$ cat src/rtl/core/chained_bucket_hash_map_assert.svh
// ---------------------------------------------------------------------------
// chained_bucket_hash_map assertion macros
// clocked property checks, compiled away for synthesis
// ---------------------------------------------------------------------------
`ifndef CHAINED_BUCKET_HASH_MAP_ASSERT_SVH
`define CHAINED_BUCKET_HASH_MAP_ASSERT_SVH
`ifndef SYNTHESIS
`define CBHM_ASSERT(lbl, clk, rstn, prop) \
    lbl: assert property (@(posedge clk) disable iff (!rstn) prop) \
        else $error("cbhm assertion failed");
`define CBHM_NEVER(lbl, clk, rstn, expr) \
    lbl: assert property (@(posedge clk) disable iff (!rstn) !(expr)) \
        else $error("cbhm forbidden condition");
`else
`define CBHM_ASSERT(lbl, clk, rstn, prop)
`define CBHM_NEVER(lbl, clk, rstn, expr)
`endif
`endif

$ cat src/rtl/core/cbhm_pkg.sv
`timescale 1ns / 1ps
// ---------------------------------------------------------------------------
// cbhm_pkg
// shared types and sizes of the chained bucket hash map
// ---------------------------------------------------------------------------
package cbhm_pkg;

    localparam int HOME_BUCKETS  = 256;   // power of two
    localparam int SLOTS         = 4;     // power of two
    localparam int POOL_BUCKETS  = 256;
    localparam int TOTAL_BUCKETS = HOME_BUCKETS + POOL_BUCKETS;
    localparam int TOTAL_SLOTS   = TOTAL_BUCKETS * SLOTS;
    localparam int HOME_W        = $clog2(HOME_BUCKETS);
    localparam int SIDX_W        = $clog2(SLOTS);
    localparam int BUCKET_W      = $clog2(TOTAL_BUCKETS);
    localparam int ADDR_W        = BUCKET_W + SIDX_W;
    localparam int NFB_W         = $clog2(POOL_BUCKETS + 1);
    localparam int HASH_SHIFT    = 3;
    localparam logic [31:0] KEY_TOMB = 32'd1;

    typedef enum logic [1:0] {
        ST_FOUND     = 2'd0,
        ST_INSERTED  = 2'd1,
        ST_EXHAUSTED = 2'd2,
        ST_INVALID   = 2'd3
    } cbhm_status_t;

    typedef enum logic [2:0] {
        S_CLEAR, S_IDLE, S_CACHE, S_CACHE_CHK, S_SCAN, S_ALLOC, S_RESP
    } cbhm_state_t;

    typedef struct packed {
        logic        action;
        logic [31:0] key;
    } cbhm_in_t;

    typedef struct packed {
        logic [10:0] slot_index;
        logic [1:0]  status;
    } cbhm_out_t;

    typedef struct packed {
        logic              action;
        logic [31:0]       key;
        logic              invalid;
        logic [HOME_W-1:0] home;
    } cbhm_item_t;

endpackage

$ cat src/rtl/core/cbhm_front.sv
`timescale 1ns / 1ps
`include "chained_bucket_hash_map_assert.svh"
// ---------------------------------------------------------------------------
// cbhm_front
// accepts request beats, classifies them and queues them for the engine
// ---------------------------------------------------------------------------
module cbhm_front (
    input  logic                aclk,
    input  logic                aresetn,
    input  logic                s_valid,
    output logic                s_ready,
    input  cbhm_pkg::cbhm_in_t  s_data,
    input  logic                clearing,
    output logic                q_valid,
    output cbhm_pkg::cbhm_item_t q_item,
    input  logic                q_pop
);
    import cbhm_pkg::*;

    cbhm_item_t fifo_reg [2];
    logic       wr_ptr_reg, wr_ptr_next;
    logic       rd_ptr_reg, rd_ptr_next;
    logic [1:0] cnt_reg, cnt_next;
    logic       push;
    cbhm_item_t cls;

    always_comb begin
        cls.action  = s_data.action;
        cls.key     = s_data.key;
        cls.invalid = (s_data.key[31:1] == 31'd0);
        cls.home    = s_data.key[HASH_SHIFT +: HOME_W];
    end

    assign s_ready = (cnt_reg != 2'd2) && !clearing;
    assign push    = s_valid && s_ready;
    assign q_valid = (cnt_reg != 2'd0);
    assign q_item  = fifo_reg[rd_ptr_reg];

    always_comb begin
        wr_ptr_next = push ? ~wr_ptr_reg : wr_ptr_reg;
        rd_ptr_next = q_pop ? ~rd_ptr_reg : rd_ptr_reg;
        cnt_next    = cnt_reg + {1'b0, push} - {1'b0, q_pop};
    end

    always_ff @(posedge aclk) begin
        if (!aresetn) begin
            wr_ptr_reg <= 1'b0;
            rd_ptr_reg <= 1'b0;
            cnt_reg    <= 2'd0;
        end else begin
            wr_ptr_reg <= wr_ptr_next;
            rd_ptr_reg <= rd_ptr_next;
            cnt_reg    <= cnt_next;
        end
    end

    always_ff @(posedge aclk) begin
        if (push) begin
            fifo_reg[wr_ptr_reg] <= cls;
        end
    end

    `CBHM_NEVER(a_cnt_range, aclk, aresetn, cnt_reg == 2'd3)
    `CBHM_NEVER(a_pop_empty, aclk, aresetn, q_pop && cnt_reg == 2'd0)
    `CBHM_ASSERT(a_full_hold, aclk, aresetn, (cnt_reg == 2'd2 && !q_pop) |=> (cnt_reg == 2'd2))

endmodule

$ cat config.mk
export PLATFORM = sky130hd
export DESIGN_NAME = cbhm_front
export DESIGN_NICKNAME = d
export VERILOG_FILES = /design/src/rtl/core/cbhm_pkg.sv /design/src/rtl/core/cbhm_front.sv
export VERILOG_INCLUDE_DIRS = /design/src /design/src/rtl/core
export SDC_FILE = /design/constraint.sdc
export NUM_CORES = 1
export LEC_CHECK = 0
export ABC_AREA = 1
export BUFFER_PORTS_ARGS = -buffer_cell sky130_fd_sc_hd__buf_4
export CORE_ASPECT_RATIO = 1.75
export CORE_MARGIN = 2
export CORE_UTILIZATION = 48
export CTS_CLUSTER_SIZE = 28
export DETAILED_ROUTE_END_ITERATION = 16
export PLACE_DENSITY = 0.74
export SETUP_SLACK_MARGIN = 0.5
export SYNTH_ARGS = -nofsm -noshare
export SYNTH_HDL_FRONTEND = slang
export SYNTH_SLANG_ARGS = --single-unit
$ cat constraint.sdc
create_clock -name aclk -period 5.8 [get_ports aclk]
set_clock_uncertainty 0.05 [all_clocks]
set_input_delay 0 -clock aclk [delete_from_list [all_inputs] [get_ports aclk]]
set_output_delay 0 -clock aclk [all_outputs]
set_load 0.005 [all_outputs]
; ---- Yosys cells after proc, flatten, opt, wreduce, memory -nomap -nowiden
; Memories as Yosys holds them, arrays and structs flattened. A register that Yosys moved wholly into a read port is not among the register bits.
; Index checks and enable logic that the tools add are counted.
[totals]
register_bits = 4
ram_bits = 84
inputBits = 38
out_inout_bits = 44
wordCells = 18
mem_count = 1
[classes]
add_sub_neg = 2
n_eq_ne = 1
mux = 4
bitwise_logic = 2
n_reduce_logical = 5
[memory_table]
columns = name, words, width, read_ports, rd_clocked_by_memory_dff, wr, line
row1 = fifo_reg, 2, 42, 1, 1, 1, cbhm_front.sv:20  ; cbhm_item_t fifo_reg [2];
[op_table]
columns = operator, count
row1 = $logic_not A31 Y1, 1
row2 = $mux W1, 4
row3 = $add A2 B1 Y2, 1
row4 = $logic_and A1 B1 Y1, 2
row5 = $ne A2 B2 Y1 const B, 1
row6 = $not A1 Y1, 2
row7 = $reduce_bool A2 Y1, 1
row8 = $sub A2 B1 Y2, 1
row9 = $logic_not A1 Y1, 1

; ---- Longest topological paths before layout
; Gate-level depths: netlist (run 1).
[logic_depth]
ltp_word = 5
ltp_mapped = 11

; ---- Least setup slack after synthesis (run 1)
; OpenSTA, ideal clock, no wires.
[synth_path]
path_type = register to register
startpoint = register cnt_reg[0]
endpoint = memory fifo_reg[0][10] (netlist name) (enable)
t_arrival_ns = 1.989
slack_ns = 3.336
path_stages_with_launch = 5
n_path_buf = 0
period_less_slack_ns = 2.464
path_cell_list = dfxtp_1 -> inv_1 -> nand2_1 -> nand3_1 -> nor2_1
[synth_via]
elab_chain_cells = 5
[synth_lines]
columns = element, line
row1 = start: declaration, cbhm_front.sv:23  ; logic [1:0] cnt_reg, cnt_next;
row2 = start signal: assignment, cbhm_front.sv:53  ; cnt_reg <= cnt_next;
row3 = $ne A2 B2 Y1, cbhm_front.sv:34  ; assign s_ready = (cnt_reg != 2'd2) && !clearing;
row4 = $logic_and A1 B1 Y1, cbhm_front.sv:34
row5 = $logic_and A1 B1 Y1, cbhm_front.sv:35  ; assign push = s_valid && s_ready;
row6 = $mux W1, cbhm_front.sv:58  ; if (push) begin
row7 = $mux W1 (implied by the code), cbhm_front.sv:59  ; fifo_reg[wr_ptr_reg] <= cls;
row8 = end: declaration, cbhm_front.sv:20
; No other way between the ends.

==> results.env, run 1 <==
NETLIST_INSTANCES=183
POWER.DENSITY_mW_PER_MM2=261
HIGHEST_COUNT_CELLS_IN_THE_LAYOUT_IGNORING_FILL_AND_TAPS='sky130_fd_sc_hd__buf_4, sky130_fd_sc_hd__edfxtp_1, sky130_fd_sc_hd__dlygate4sd3_1'
DPL_CELL_AREA_MM2=0.00363
YOSYS.AREA_SHARE.XOR_XNOR_PCT=0
HTREE_LEVELS=3
ROWS=38
REGTOREGENDPOINT='fifo_reg[0][14]'
CRIT_PATH_MAX_FANOUT=34
DRT_FIRST_PASS_ITERS=4
CLK-INSERTION-DELAY-LATE_NS=0.33
FINAL.SETUP.WORST_SLACK_NS=3.79
DRT_ITER0_MARKERS=32
CRITICAL-PATH-SLOWEST-CELL='sky130_fd_sc_hd__dfxtp_2'
FINALWEIGHTEDCONGESTION=0.708
CLKSINKCOUNT=73
SYNTH_AREA_IN_SIMPLE_GATES_PCT=6.23
CRIT_PATH_END_KIND='primary output'
TIMING.MAX_CAP.VIOLATIONS=0
SYNTH_SEQUENTIAL_AREA_RATIO_PCT=70.6
POST-ROUTE-UTIL_PCT=67.1
CRITPATHMAXSTAGEDELAY_NS=1.05
GRT_SETUP_UNREPAIRED='no'
PERIOD_SHARE_PCT=34.6
GRT_MAX_DEGREE=35
NUM_CTS_BUFFERS=9
GRTUSAGETOTAL_PCT=15.5
MIN_DELAY_WORST_ENDPOINT='wr_ptr_reg'
SYNTH.AREA.TOP_CELLS='sky130_fd_sc_hd__edfxtp_1, sky130_fd_sc_hd__mux2_4, sky130_fd_sc_hd__dfxtp_1'
SYNTH-ADDER-AREA-SHARE_PCT=0.825
POST_ROUTE_CELLS_DRIVE_ABOVE_1_SHARE_PCT=42.6
SYNTH_COMPOUND_GATE_AREA_SHARE_PCT=0.330
FINALCRITICALPERIOD_NS=2.01
YOSYS_WARNINGS=0
GR-TOTAL-OVERFLOW=0
P_LEAK_nW=1.69
FINAL_MAX_SLEW_VIOL_COUNT=0
MAPPEDNETLISTNETS=223
HOLD_SLACK_NS=0.145
RUN_STATUS='finished clean'
NETLIST_AREA_MM2=0.00303
LAYOUT_COMMONEST_CELL='sky130_fd_sc_hd__buf_4'
INITIAL_ANTENNA_VIOLATION_COUNT=0
POSTROUTEANTENNANETS=0
AVGROUTEDWIREPERCELL_UM=13.2
FLOORPLAN.IO_PINS=82
SYNTHTOLAYOUTAREAGROWTH_PCT=36.8
CLKSLEWWORSTSETUPHOLDPATHS_NS=0.06
SYNTH-SEQ-CELLS=73
IO_BUFFERS=81
INITIAL_UTILIZATION_PCT=49.1
DRC=0
LARGEST_REG_FLOPS=68
FIRST_GLOBAL_VIAS=1732
DIE_AREA_MM2=0.00700
WORSTREG2REGSTART='cnt_reg[0]'
REQUIRED_NS=5.75
VDD_DROP_MAX_V=0.000204
FLOORPLAN.CORE_AREA_MM2=0.00618
WIRE_LENGTH_OF_THE_FIRST_GLOBAL_ROUTING_PASS_MM=7.73
TIMING.CRITICAL_PATH.CELLS='mux2_2, buf_4'
WORST-R2R-SETUP-SLACK_NS=3.92
DETAILEDPLACEMENTHPWL_MM=3.24
FILLCELLCOUNT=467
MAX-CLOCK-PATH-BUFFERS=2
CTS_ROOT_BUF='sky130_fd_sc_hd__clkbuf_8'
DIODES=0
FP.DIEW_UM=64.1
ARRIVAL_TIME_OF_THE_WORST_SETUP_PATH_NS=1.96
CTS_POST_SETUP_BUFFERS_INSERTED=0
HOLD_START='clearing'
FINAL-SETUP-VIOL-COUNT=0
FINALWIRELENGTH_MM=5.07
VIAS_PER_CELL=4.60
CTS_TREE='done'
FINAL_LAYOUT_SETUP_TOTAL_NEGATIVE_SLACK_NS=0
POST_SYNTH.CELL_AREA_AVG_UM2=16.6
HP-CLASS='input pin to register'
NUM-NETS-FINAL=341
SLEW_HEADROOM_PCT=27.2
YOSYS.CELL_TYPES.COUNT=14
LARGEST_FAMILY_OF_LOGIC_CELLS_BY_SYNTHESIZED_AREA='multiplexers'
SETUP.WORST_PATH.CLASS='register to primary output'
CHIPHEIGHT_UM=109
WORST-SLEW-PIN-TRANSITION_NS=1.09
SYNTHMUXAREASHARE_PCT=16.3
WORSTREGTOREGCELLS=4
TIMING.CRITICAL_PATH.FROM_TYPE='register'
WHS_PATH_DEPTH=6
FMAXACHIEVABLE_MHz=498
PRE_CTS_SLACK_NS=3.91
POST-SYNTH-TOP-AREA-CELL='sky130_fd_sc_hd__edfxtp_1'
CTS_REPAIR_RESIZE_COUNT=0
NETLIST.AREA_LEADER.SHARE_PCT=67.3
ROUTED-VIA-COUNT=1770
HOLD_BUF_COUNT_CTS=37
FINALHOLDVIOLATIONS=0
POST-ROUTE-CELL-AREA_MM2=0.00415
[layout make-up]
cell class	count	area, um^2	share of cell area [%]
Sequential cell	73	2140	51.6
Timing Repair Buffer	119	986	23.8
Multi-Input combinational cell	87	727	17.5
Clock buffer	11	131	3.17
Tap cell	80	100	2.41
Inverter	11	41.3	0.995
Clock inverter	4	21.3	0.513
[synthesized netlist by cell type]
library cell               number
sky130_fd_sc_hd__edfxtp_1      68
sky130_fd_sc_hd__mux2_4        30
sky130_fd_sc_hd__nor2_1        26
sky130_fd_sc_hd__nand2_1       20
sky130_fd_sc_hd__inv_1         11
sky130_fd_sc_hd__buf_4          8
sky130_fd_sc_hd__dfxtp_1        5
sky130_fd_sc_hd__mux2_2         4
sky130_fd_sc_hd__buf_12         3
sky130_fd_sc_hd__a21oi_1        2
sky130_fd_sc_hd__ha_1           2
sky130_fd_sc_hd__nand3_1        2
sky130_fd_sc_hd__buf_6          1
sky130_fd_sc_hd__nand4_1        1
[critical path, delay by kind of cell (launching register included)]
family | cells | cell delay (ns)
DFF | 1 | 1.05
muxes | 1 | 0.43
buffers and inverters | 1 | 0.14
[cell families (layout without fill, tap and decap cells)]
logic type,count (synthesis),after routing
AOI/OAI and AO/OA,2,2
buffers and inverters,23,145
adders and majority gates,2,2
muxes,34,34
DFF,73,73
and+or+nand+nor,49,49
[how the worst max path moves through the flow]
stage / depth (start not counted) / endpoint
floorplan: 4 / fifo_reg[0][10]
global placement: 4 / fifo_reg[0][9]
detailed placement: 4 / fifo_reg[0][9]
CTS: 2 / q_item[39]
global route: 2 / q_item[8]
finish: 2 / q_item[39]
[metal layers]
layer / global-route usage, % / wire, um / vias to the layer above
met1: 14.7 / 1790 / 829
met2: 28.4 / 2910 / 54
met4: 8.36 / 97 / 0
met5: 0 / 0 / -
li1: - / - / 878
met3: 5.57 / 271 / 9
[where the power goes]
group | internal (W) | leakage [nW] | switching [W]
Combinational | 0.0000996 | 0.946 | 0.0000553
Sequential | 0.000602 | 0.667 | 0.0000161
Clock | 0.000150 | 0.0766 | 0.000161
[through the flow]
step | power (W) | instances
after CTS | 0.00110 | 385
after detailed placement | 0.000766 | 333
after global placement | 0.000762 | 333
after floorplan | 0.000702 | 183
after global routing | 0.00114 | 385
final | 0.00108 | 385
Note: power is estimated with default switching activity, not from simulation.
==> run 2, diff against run 1 <==
clock period = 1.9 ns   (was 5.8 ns; I/O delays follow)
==> results.env, run 2 (synthesized netlist as in run 1, its figures left out) <==
TIMING.CRITICAL_PATH.CELLS='inv_2, nand2_4, buf_6, nand4_1, clkinvlp_4, clkbuf_16'
FP.DIEW_UM=64.1  # unchanged
PRE_CTS_SLACK_NS=0.344  # -3.56 ns
LARGEST_REG_FLOPS=68  # unchanged
VDD_DROP_MAX_V=0.000594  # +190%
SYNTHTOLAYOUTAREAGROWTH_PCT=51.4
CLK-INSERTION-DELAY-LATE_NS=0.34  # about the same
NUMPLACEDINSTANCES=336  # +0.90%
GR-TOTAL-OVERFLOW=0  # unchanged
CRIT_PATH_END_KIND='register'
IO_BUFFERS=81  # unchanged
FINAL_MAX_SLEW_VIOL_COUNT=0  # unchanged
POST_ROUTE_CELLS_DRIVE_ABOVE_1_SHARE_PCT=50.3  # +7.7 points
MAX-CLOCK-PATH-BUFFERS=2  # unchanged
FINALCRITICALPERIOD_NS=1.52
POSTROUTEANTENNANETS=0  # unchanged
AVGROUTEDWIREPERCELL_UM=16.1  # +22%
DIE_AREA_MM2=0.00700  # unchanged
TIMING.CRITICAL_PATH.FROM_TYPE='register'
FINAL-SETUP-VIOL-COUNT=0  # unchanged
HTREE_LEVELS=3  # unchanged
CTS_TREE='done'
GRT_SETUP_UNREPAIRED='yes'
WORST-SLEW-PIN-TRANSITION_NS=0.212  # -0.880 ns
ROUTED-VIA-COUNT=1921  # +8.5%
FLOORPLAN.IO_PINS=82  # unchanged
VIAS_PER_CELL=4.80  # +4.5%
GRTUSAGETOTAL_PCT=18.1  # +2.6 points
P_LEAK_nW=1.87  # +10%
CRIT_PATH_MAX_FANOUT=10  # -71%
ROWS=38  # unchanged
HIGHEST_COUNT_CELLS_IN_THE_LAYOUT_IGNORING_FILL_AND_TAPS='sky130_fd_sc_hd__edfxtp_1, sky130_fd_sc_hd__buf_4, sky130_fd_sc_hd__dlygate4sd3_1'
FINAL_LAYOUT_SETUP_TOTAL_NEGATIVE_SLACK_NS=0  # unchanged
GRT_MAX_DEGREE=30  # -14%
CLKSLEWWORSTSETUPHOLDPATHS_NS=0.07  # about the same
CHIPHEIGHT_UM=109  # unchanged
CRITICAL-PATH-SLOWEST-CELL='sky130_fd_sc_hd__dfxtp_2'
PERIOD_SHARE_PCT=80.1
REQUIRED_NS=1.95  # -3.80 ns
RUN_STATUS='finished clean'
CTS_ROOT_BUF='sky130_fd_sc_hd__clkbuf_8'
FIRST_GLOBAL_VIAS=1949  # +13%
FINALWEIGHTEDCONGESTION=0.704  # -0.51%
TIMING.MAX_CAP.VIOLATIONS=0  # unchanged
WIRE_LENGTH_OF_THE_FIRST_GLOBAL_ROUTING_PASS_MM=9.19  # +19%
FINALWIRELENGTH_MM=6.43  # +27%
CRITPATHMAXSTAGEDELAY_NS=0.34  # -0.71 ns
FINAL_STANDARD_CELL_COUNT_WITH_TAPS_INCLUDED_AND_FILLERS_EXCLUDED=400  # +3.9%
SETUP.WORST_PATH.CLASS='register to register'
INITIAL_UTILIZATION_PCT=49.1  # unchanged
POST-ROUTE-UTIL_PCT=74.3  # +7.2 points
FINAL.SETUP.WORST_SLACK_NS=0.378  # -3.42 ns
DRT_ITER0_MARKERS=58  # +81%
WORST-R2R-SETUP-SLACK_NS=0.38  # -3.54 ns
FLOORPLAN.CORE_AREA_MM2=0.00618  # unchanged
FINALHOLDVIOLATIONS=0  # unchanged
DETAILEDPLACEMENTHPWL_MM=3.69  # +14%
HP-CLASS='input pin to register'
CLKSINKCOUNT=73  # unchanged
DRC=0  # unchanged
POWER.DENSITY_mW_PER_MM2=792  # +200%
ARRIVAL_TIME_OF_THE_WORST_SETUP_PATH_NS=1.57  # -0.39 ns
DRT_FIRST_PASS_ITERS=4  # unchanged
SLEW_HEADROOM_PCT=85.8  # +59 points
DIODES=0  # unchanged
NUM-NETS-FINAL=356  # +4.4%
INITIAL_ANTENNA_VIOLATION_COUNT=0  # unchanged
FMAXACHIEVABLE_MHz=657
NUM_CTS_BUFFERS=9  # unchanged
## run 2: metrics by stage
stage	hold slack [ns]	area, um^2	total power [W]
global placement	0.138	3690	0.00235
finish	0.0610	4590	0.00364
floorplan	-0.0224	3060	0.00215
CTS	0.00468	4420	0.00359
global route	0.0577	4590	0.00378
detailed placement	0.140	3690	0.00236
## run 2: path summary, 6_finish.rpt
kind                            startpoint               to  depth (start not counted)
worst min register to register  rd_ptr_reg         register                          2
worst max-delay path            cnt_reg[0]  fifo_reg[1][38]                          6
worst max register to register  cnt_reg[0]  fifo_reg[1][38]                          6
worst min-delay path               s_valid       wr_ptr_reg                          5
## run 2: area by class of cell
class                           instances  area [um^2]
Clock buffer                           10          128
Inverter                               11         45.0
Fill cell                             381         1590
Clock inverter                          5         47.5
Tap cell                               80          100
Timing Repair Buffer                  134         1330
Sequential cell                        73         2150
Multi-Input combinational cell         87          797
## run 2: what timing repair did
item                                    in CTS  in global routing
gates resized for setup                     22                 22
endpoints found under the setup margin      93                106
setup buffers                                6                  3
hold buffers                                35                  0
cloned                                       2                  3
hold endpoints to repair                    71                  0
pin swaps                                    6                  3
## run 2: report_power, final
group          leakage [nW]  internal, W  switching, W
clock                0.0910     0.000586      0.000514
combinational          1.11     0.000418      0.000255
sequential            0.668      0.00184     0.0000286
## run 2: per-layer routing
metal / global-route usage (%) / vias to the layer above / share of wire [%]
li1: - / 910 / -
met1: 18.9 / 942 / 36
met2: 33.1 / 59 / 58
met3: 4.75 / 10 / 4.3
met4: 8.66 / 0 / 2.0
met5: 0 / - / 0
## run 2: critical path: cells and delay by family, from the launching register on
family        cells  cell delay [ns]
flops             1             0.34
simple gates      2             0.21
buf+inv           4             0.69
